[src/rtl/bpdmc_pkg.sv]
// types, constants and rounding helper shared by the balance pd mode controller
package bpdmc_pkg;

    // output range, 24-bit signed
    localparam logic signed [23:0] OUT_MAX = 24'sd8388607;
    localparam logic signed [23:0] OUT_MIN = -24'sd8388608;

    // configuration register indexes
    localparam logic [1:0] CFG_PITCH_LIMIT      = 2'd0;
    localparam logic [1:0] CFG_ROLL_LIMIT       = 2'd1;
    localparam logic [1:0] CFG_SMALL_ROLL_LIMIT = 2'd2;

    // configuration reset values, Q5.10 radians
    localparam logic [14:0] PITCH_LIMIT_RST      = 15'd1608;
    localparam logic [14:0] ROLL_LIMIT_RST       = 15'd1434;
    localparam logic [14:0] SMALL_ROLL_LIMIT_RST = 15'd51;

    // roll sign codes, two's complement
    localparam logic signed [1:0] SIGN_POS  = 2'sb01;
    localparam logic signed [1:0] SIGN_ZERO = 2'sb00;
    localparam logic signed [1:0] SIGN_NEG  = 2'sb11;

    // control gains
    localparam logic signed [23:0] WHEEL_KP  = 24'sd15;
    localparam logic signed [23:0] SMALL_KP  = 24'sd15;
    localparam logic signed [23:0] SMALL_KD  = 24'sd3;
    localparam logic signed [23:0] DASH_KP   = 24'sd35;
    localparam logic signed [23:0] DASH_KD   = 24'sd5;
    localparam logic signed [23:0] DISC_BIAS = 24'sd102;

    // rounded division by reciprocal multiply: half, multiplier, shift
    localparam logic [6:0]  DIV20_HALF   = 7'd10;
    localparam logic [16:0] DIV20_MULT   = 17'd104858;
    localparam logic [4:0]  DIV20_SHIFT  = 5'd21;
    localparam logic [6:0]  DIV100_HALF  = 7'd50;
    localparam logic [16:0] DIV100_MULT  = 17'd83887;
    localparam logic [4:0]  DIV100_SHIFT = 5'd23;
    localparam logic [6:0]  DIV200_HALF  = 7'd100;
    localparam logic [16:0] DIV200_MULT  = 17'd83887;
    localparam logic [4:0]  DIV200_SHIFT = 5'd24;

    typedef struct packed {
        logic signed [15:0] roll_angle;
        logic signed [15:0] pitch_angle;
        logic signed [15:0] roll_rate;
        logic signed [15:0] pitch_rate;
        logic signed [15:0] wheel_velocity;
        logic signed [15:0] disc_velocity;
    } bpdmc_in_t;

    typedef struct packed {
        logic signed [23:0] wheel_command;
        logic signed [23:0] disc_command;
        logic               fallen;
        logic               dash_active;
        logic signed [23:0] integrated_roll;
    } bpdmc_out_t;

    typedef struct packed {
        logic [14:0] pitch_limit;
        logic [14:0] roll_limit;
        logic [14:0] small_roll_limit;
    } bpdmc_cfg_t;

    typedef struct packed {
        logic               dash_mode;
        logic signed [1:0]  prev_sign;
        logic signed [23:0] held_disc;
        logic signed [23:0] roll_integral;
    } bpdmc_state_t;

    // round(num / d), ties away from zero; mult = ceil(2^shift / d)
    function automatic logic signed [23:0] round_div(
        input logic signed [15:0] num,
        input logic [6:0]         half,
        input logic [16:0]        mult,
        input logic [4:0]         shift
    );
        logic signed [16:0] wide;
        logic [16:0]        mag;
        logic [33:0]        prod;
        logic [23:0]        q;
        wide = 17'(num);
        mag  = wide[16] ? 17'(-wide) : 17'(wide);
        mag  = mag + 17'(half);
        prod = 34'(mag) * 34'(mult);
        q    = 24'(prod >> shift);
        return num[15] ? -$signed(q) : $signed(q);
    endfunction

endpackage

[src/rtl/balance_pd_mode_controller_top.sv]
// Balance PD mode controller: sensor sample in, wheel and disc commands out.
//
// Channels: s_valid/s_ready/s_data carries one sensor sample per beat (Q5.10
// angles, rates and joint velocities). m_valid/m_ready/m_data returns exactly
// one result beat per sample, in order: wheel and disc commands, fall flag,
// dash-mode flag and the roll-rate integral.
// Configuration: cfg_valid/cfg_ready/cfg_index/cfg_data writes pitch_limit (0),
// roll_limit (1) and small_roll_limit (2); other indexes are ignored. cfg_ready
// is always high; write only while no sample is in flight.
// Path: an accepted sample sits in the input register; its result is loaded into
// the output register once that register is free, and m_valid then rises.
// Throughput: one sample per cycle while the output is free; the laws, the
// mode update and the reciprocal-multiply rounding all sit in one combinational
// pass between the input and output registers, and the mode state updates as
// each result loads.
// Reset: aresetn low clears both stages, the mode state, the held disc command
// and the integral, and restores the default limits.
// Stall: while m_ready is low the result holds; one more sample is taken into
// the input register, after which s_ready drops until the result is taken.
module balance_pd_mode_controller_top (
    input  logic                  aclk,
    input  logic                  aresetn,
    input  logic                  s_valid,
    output logic                  s_ready,
    input  bpdmc_pkg::bpdmc_in_t  s_data,
    output logic                  m_valid,
    input  logic                  m_ready,
    output bpdmc_pkg::bpdmc_out_t m_data,
    input  logic                  cfg_valid,
    output logic                  cfg_ready,
    input  logic [1:0]            cfg_index,
    input  logic [14:0]           cfg_data
);
    import bpdmc_pkg::*;

    logic         in_valid_reg;
    bpdmc_in_t    in_item_reg;
    logic         out_valid_reg;
    bpdmc_out_t   out_item_reg;
    bpdmc_state_t state_reg;
    bpdmc_state_t state_next;
    bpdmc_cfg_t   cfg_reg;
    bpdmc_out_t   result_next;
    logic         advance;

    // handshake: input stage moves on when the output register is free
    assign advance   = in_valid_reg && (!out_valid_reg || m_ready);
    assign s_ready   = !in_valid_reg || advance;
    assign m_valid   = out_valid_reg;
    assign m_data    = out_item_reg;
    assign cfg_ready = 1'b1;

    // configuration registers
    always_ff @(posedge aclk) begin
        if (!aresetn) begin
            cfg_reg.pitch_limit      <= PITCH_LIMIT_RST;
            cfg_reg.roll_limit       <= ROLL_LIMIT_RST;
            cfg_reg.small_roll_limit <= SMALL_ROLL_LIMIT_RST;
        end else if (cfg_valid) begin
            case (cfg_index)
                CFG_PITCH_LIMIT:      cfg_reg.pitch_limit      <= cfg_data;
                CFG_ROLL_LIMIT:       cfg_reg.roll_limit       <= cfg_data;
                CFG_SMALL_ROLL_LIMIT: cfg_reg.small_roll_limit <= cfg_data;
                default: ;
            endcase
        end
    end

    // input register
    always_ff @(posedge aclk) begin
        if (!aresetn) begin
            in_valid_reg <= 1'b0;
        end else if (s_ready) begin
            in_valid_reg <= s_valid;
        end
    end

    always_ff @(posedge aclk) begin
        if (s_valid && s_ready) begin
            in_item_reg <= s_data;
        end
    end

    // laws and mode update
    bpdmc_laws u_laws (
        .item       (in_item_reg),
        .cfg        (cfg_reg),
        .state      (state_reg),
        .state_next (state_next),
        .result     (result_next)
    );

    // controller state, updated as each result is loaded
    always_ff @(posedge aclk) begin
        if (!aresetn) begin
            state_reg.dash_mode     <= 1'b0;
            state_reg.prev_sign     <= SIGN_ZERO;
            state_reg.held_disc     <= 24'sd0;
            state_reg.roll_integral <= 24'sd0;
        end else if (advance) begin
            state_reg <= state_next;
        end
    end

    // output register
    always_ff @(posedge aclk) begin
        if (!aresetn) begin
            out_valid_reg <= 1'b0;
        end else if (advance) begin
            out_valid_reg <= 1'b1;
        end else if (m_ready) begin
            out_valid_reg <= 1'b0;
        end
    end

    always_ff @(posedge aclk) begin
        if (advance) begin
            out_item_reg <= result_next;
        end
    end

`ifndef NO_ASSERTIONS
    // mode state only moves when a sample is processed
    assert property (@(posedge aclk) disable iff (!aresetn)
        !advance |=> $stable(state_reg))
        else $error("controller state changed without a sample");

    // a taken result with nothing behind it leaves the output empty
    assert property (@(posedge aclk) disable iff (!aresetn)
        m_valid && m_ready && !in_valid_reg |=> !m_valid)
        else $error("result beat repeated");

    // a fallen sample keeps the dash mode as it was
    assert property (@(posedge aclk) disable iff (!aresetn)
        advance && result_next.fallen |=> state_reg.dash_mode == $past(state_reg.dash_mode))
        else $error("dash mode changed while fallen");

    // input side only stalls behind a stalled full output
    assert property (@(posedge aclk) disable iff (!aresetn)
        !s_ready |-> m_valid && !m_ready)
        else $error("input stalled with output free");
`endif

endmodule

[src/rtl/bpdmc_laws.sv]
// control laws, fall detection and mode update for one sensor sample
module bpdmc_laws (
    input  bpdmc_pkg::bpdmc_in_t    item,
    input  bpdmc_pkg::bpdmc_cfg_t   cfg,
    input  bpdmc_pkg::bpdmc_state_t state,
    output bpdmc_pkg::bpdmc_state_t state_next,
    output bpdmc_pkg::bpdmc_out_t   result
);
    import bpdmc_pkg::*;

    logic signed [16:0] r_wide;
    logic signed [16:0] p_wide;
    logic [16:0]        r_abs;
    logic [16:0]        p_abs;
    logic signed [1:0]  sgn;
    logic               fallen;
    logic signed [23:0] wheel_stand;
    logic signed [23:0] wheel_brake;
    logic signed [23:0] disc_small;
    logic signed [23:0] disc_dash;
    logic signed [23:0] disc_brake;
    logic signed [23:0] bias;
    logic signed [23:0] integ_step;
    logic signed [24:0] integ_sum;
    logic signed [23:0] integ_sat;

    // magnitudes and roll sign
    assign r_wide = 17'(item.roll_angle);
    assign p_wide = 17'(item.pitch_angle);
    assign r_abs  = r_wide[16] ? 17'(-r_wide) : 17'(r_wide);
    assign p_abs  = p_wide[16] ? 17'(-p_wide) : 17'(p_wide);

    always_comb begin
        if (item.roll_angle > 16'sd0) begin
            sgn = SIGN_POS;
        end else if (item.roll_angle < 16'sd0) begin
            sgn = SIGN_NEG;
        end else begin
            sgn = SIGN_ZERO;
        end
    end

    // fall detection
    assign fallen = (p_abs >= {2'b00, cfg.pitch_limit}) ||
                    (r_abs >= {2'b00, cfg.roll_limit});

    // wheel laws
    assign wheel_stand = -(24'(item.pitch_angle) * WHEEL_KP) - 24'(item.pitch_rate);
    assign wheel_brake = -round_div(item.wheel_velocity, DIV20_HALF, DIV20_MULT,
                                    DIV20_SHIFT);

    // disc laws
    always_comb begin
        case (sgn)
            SIGN_POS: bias = DISC_BIAS;
            SIGN_NEG: bias = -DISC_BIAS;
            default:  bias = 24'sd0;
        endcase
    end

    assign disc_small = 24'(item.roll_angle) * SMALL_KP + 24'(item.roll_rate) * SMALL_KD + bias;
    assign disc_dash  = 24'(item.roll_angle) * DASH_KP + 24'(item.roll_rate) * DASH_KD;
    assign disc_brake = -round_div(item.disc_velocity, DIV100_HALF, DIV100_MULT,
                                   DIV100_SHIFT);

    // saturating roll-rate integrator
    assign integ_step = round_div(item.roll_rate, DIV200_HALF, DIV200_MULT, DIV200_SHIFT);
    assign integ_sum  = 25'(state.roll_integral) + 25'(integ_step);

    always_comb begin
        if (integ_sum > 25'(OUT_MAX)) begin
            integ_sat = OUT_MAX;
        end else if (integ_sum < 25'(OUT_MIN)) begin
            integ_sat = OUT_MIN;
        end else begin
            integ_sat = integ_sum[23:0];
        end
    end

    // mode update and held disc command
    always_comb begin
        state_next               = state;
        state_next.prev_sign     = sgn;
        state_next.roll_integral = integ_sat;
        if (fallen) begin
            state_next.held_disc = disc_brake;
        end else if (!state.dash_mode) begin
            if (r_abs < {2'b00, cfg.small_roll_limit}) begin
                state_next.held_disc = disc_small;
            end else begin
                state_next.dash_mode = 1'b1;
            end
        end else begin
            if (sgn == state.prev_sign) begin
                state_next.held_disc = disc_dash;
            end else begin
                state_next.dash_mode = 1'b0;
            end
        end
    end

    // result beat
    always_comb begin
        result.wheel_command   = fallen ? wheel_brake : wheel_stand;
        result.disc_command    = state_next.held_disc;
        result.fallen          = fallen;
        result.dash_active     = state_next.dash_mode;
        result.integrated_roll = state_next.roll_integral;
    end

endmodule
[config.mk]
export PLATFORM = sky130hd
export DESIGN_NAME = balance_pd_mode_controller_top
export DESIGN_NICKNAME = d
export VERILOG_FILES = /design/src/rtl/bpdmc_pkg.sv /design/src/rtl/balance_pd_mode_controller_top.sv /design/src/rtl/bpdmc_laws.sv
export SDC_FILE = /design/constraint.sdc
export NUM_CORES = 2
export LEC_CHECK = 0
export BUFFER_PORTS_ARGS = -buffer_cell sky130_fd_sc_hd__buf_2
export CORE_ASPECT_RATIO = 0.9
export CORE_MARGIN = 5
export CORE_UTILIZATION = 60
export DETAILED_ROUTE_END_ITERATION = 16
export PLACE_DENSITY = 0.89
export SETUP_SLACK_MARGIN = 0.4
export SLEW_MARGIN = 10
export SYNTH_ARGS = -nofsm -noshare
export SYNTH_HDL_FRONTEND = slang
export SYNTH_HIERARCHICAL = 1
export SYNTH_SLANG_ARGS = --single-unit
[constraint.sdc]
create_clock -name aclk -period 36.5 [get_ports aclk]
set_clock_uncertainty 0.1 [all_clocks]
set_input_delay 1.825 -clock aclk [delete_from_list [all_inputs] [get_ports aclk]]
set_output_delay 1.825 -clock aclk [all_outputs]
set_load 0.02 [all_outputs]
==> impl_metrics.py <==
metrics = {
    "finish": {
        "final_cells": 5475,
        "largest_register_ffs": 96,
        "synthToLayoutAreaGrowth_pct": 6.544,
        "drive_gt1_frac": 0.07220,
        "final_cell_mix": "inv_1, ha_1, fa_1",
        "postLayoutCoreUtil": 0.6481,
        "layout.nets": 5865,
        "final_common_cell": "inv_1",
        "fill_cells": 5161,
    },
    "routing": {
        "ant_nets": 0,
        "wirelength_um": 104000,
        "via_per_inst": 5.749,
        "vias": 31480,
        "route.detailed.drc": 0,
        "route.detailed.wl_per_inst_um": 19.00,
        "drtPass1Iterations": 6,
        "drt_iter0_markers": 2655,
    },
    "synthesis": {
        "yosysSeqAreaShare": 0.1689,
        "yosysTopAreaCell": "fa_1",
        "synth_seq_cells": 268,
        "postSynthAreaPerCell_um2": 9.522,
        "ys_warn_count": 6,
        "ys.flop_type": "edfxtp_1",
        "synthArstFlopShare": 0,
        "syn_inst": 4393,
        "syn_area_um2": 41830,
        "synth-edff-count": 170,
        "synthTopCellsByArea": "fa_1, ha_1, edfxtp_1",
        "synth_top_cell_area_share": 0.2331,
        "yosysUniqueCellTypes": 99,
    },
    "grt": {
        "grt_first_pass_wirelength_um": 168000,
        "grt_max_degree": 95,
        "top_usage_layer": "met2",
        "first_global_vias": 32510,
        "use_met3": 0.05555,
        "met2_usage": 0.4494,
        "met1_usage": 0.3756,
        "overflow": 0,
        "antenna_found_initial": 5,
        "track_usage": 0.2777,
    },
    "critical_path": {
        "crit_type": "reg -> reg",
        "path_max_fanout": 31,
        "r2r_start": "in_item_reg[63]",
        "cp_slowest_cell": "o31ai_4",
        "worstPathArrival_ns": 14.51,
        "cp_common_cell": "inv_1",
        "crit_path_end": "state_reg[15]",
        "start_kind": "flop",
        "crit_path_start": "in_item_reg[63]",
        "reg2reg_depth": 45,
        "rrSetupSlack_ns": 22.27,
        "cp_slowest_stage_delay_ns": 0.79,
        "cp.required_ns": 36.78,
        "r2r_end": "state_reg[15]",
        "endpoint_kind": "flop",
    },
    "clock_tree": {
        "cts_buffers": 34,
        "clock-sinks": 268,
        "postCtsSetupBuffers": 0,
        "post_cts_resized": 0,
        "cts.clk_slew.worst_paths_ns": 0.07,
        "clock_insertion_delay_worst_skew_ns": 0.57,
        "cts_tree": "built",
        "cts_max_level": 2,
        "cts_hold_buf": 0,
        "root_buffer": "clkbuf_16",
        "cts.path.max_buffers": 3,
    },
    "job": {
        "drv_cap": 0,
    },
    "timing": {
        "maxSlewHeadroom": 0.3203,
        "final-max-slew-violation-count": 0,
        "rsz0062_at_grt": "false",
        "final.setup.tns_ns": 0,
        "fin_ws_ns": 22.27,
        "worstMarginPinSlew_ns": 1.020,
        "period_minus_slack_ns": 14.23,
        "post-route-period-util": 0.3898,
        "finalHoldViolCount": 0,
        "setup_violations": 0,
        "max_freq_mhz": 70.28,
    },
    "die": {
        "initial_core_util": 0.6083,
        "pin_count": 195,
        "rows": 91,
        "dieWidth_um": 288.3,
        "die_area_um2": 75110,
        "core_area_um2": 68770,
        "die_y_um": 260.5,
    },
    "placed_design": {
        "place.detailed.hpwl_um": 85210,
        "gp_congestion": 0.9817,
        "pre_cts_ws_ns": 22.54,
        "dp.cells": 5411,
        "portBuffers": 193,
    },
    "min_path": {
        "hp-class": "reg -> reg",
    },
    "status": {
        "status": "finished, final reports clean",
    },
}
cells in the mapped netlist (83+ instances only):
| library cell | count |
|---|---|
| mux2i_1 | 83 |
| xnor2_1 | 169 |
| inv_1 | 942 |
| edfxtp_1 | 170 |
| ha_1 | 743 |
| nor2_1 | 145 |
| dfxtp_1 | 98 |
| xor2_1 | 110 |
| fa_1 | 487 |
| o21ai_0 | 147 |
| nand2_1 | 310 |
| a21oi_1 | 140 |
cells by family after synthesis:
family / after synthesis / share of synthesized area
AOI/OAI and AO/OA: 620 / 0.09754
muxes: 90 / 0.02175
buffers and inverters: 1091 / 0.1035
other: 3 / 0.0002692
and+or+nand+nor: 809 / 0.09326
xor gates and xnor gates: 281 / 0.05919
DFF: 268 / 0.1689
adders and majority gates: 1231 / 0.4555
final cells by class:
| cell class | instances | area, um^2 | area share |
|---|---|---|---|
| tap | 930 | 1164 | 0.02611 |
| timing repair buffer | 217 | 1149 | 0.02577 |
| clock buffer | 43 | 935.9 | 0.02100 |
| multi-input combinational | 3050 | 30530 | 0.6849 |
| sequential | 268 | 7067 | 0.1586 |
| inverter | 946 | 3551 | 0.07967 |
| clock inverter | 19 | 171.4 | 0.003846 |
| antenna | 2 | 5.005 | 0.0001123 |
critical path, delay by kind of cell (launching register included):
family,cells,cell delay (ns)
buffers and inverters,8,1.87
AO/OA/AOI/OAI,16,4.79
AND/OR/NAND/NOR,8,1.86
flip-flops,1,0.33
multiplexers,2,0.52
XOR/XNOR,2,0.76
adder cells (fa/ha/maj),9,3.76
routing by layer:
metal | share of wire | up-vias
li1 | - | 14590
met2 | 0.46 | 1322
met3 | 0.087 | 260
met5 | 0.00033 | -
met4 | 0.039 | 6
met1 | 0.41 | 15300
stage by stage:
step | instance area [um^2] | hold slack (ns)
after floorplan | 41890 | 0.3336
after global placement | 43460 | 0.3474
after detailed placement | 43460 | 0.3520
after CTS | 44560 | 0.3605
after global routing | 44570 | 0.3888
final | 44570 | 0.3566
worst min path at each step:
stage / start / to / slack [ns] / cells past startpoint
floorplan: state_reg[50] / state_reg[50] / 0.33 / 2
global placement: state_reg[46] / state_reg[46] / 0.35 / 2
detailed placement: cfg_reg[34] / cfg_reg[34] / 0.35 / 2
CTS: cfg_reg[34] / cfg_reg[34] / 0.36 / 2
global route: cfg_reg[20] / cfg_reg[20] / 0.39 / 2
finish: cfg_reg[34] / cfg_reg[34] / 0.36 / 2
Power is not shown: default switching activity piles up to over one toggle a cycle in this logic, so the estimate is an artifact.
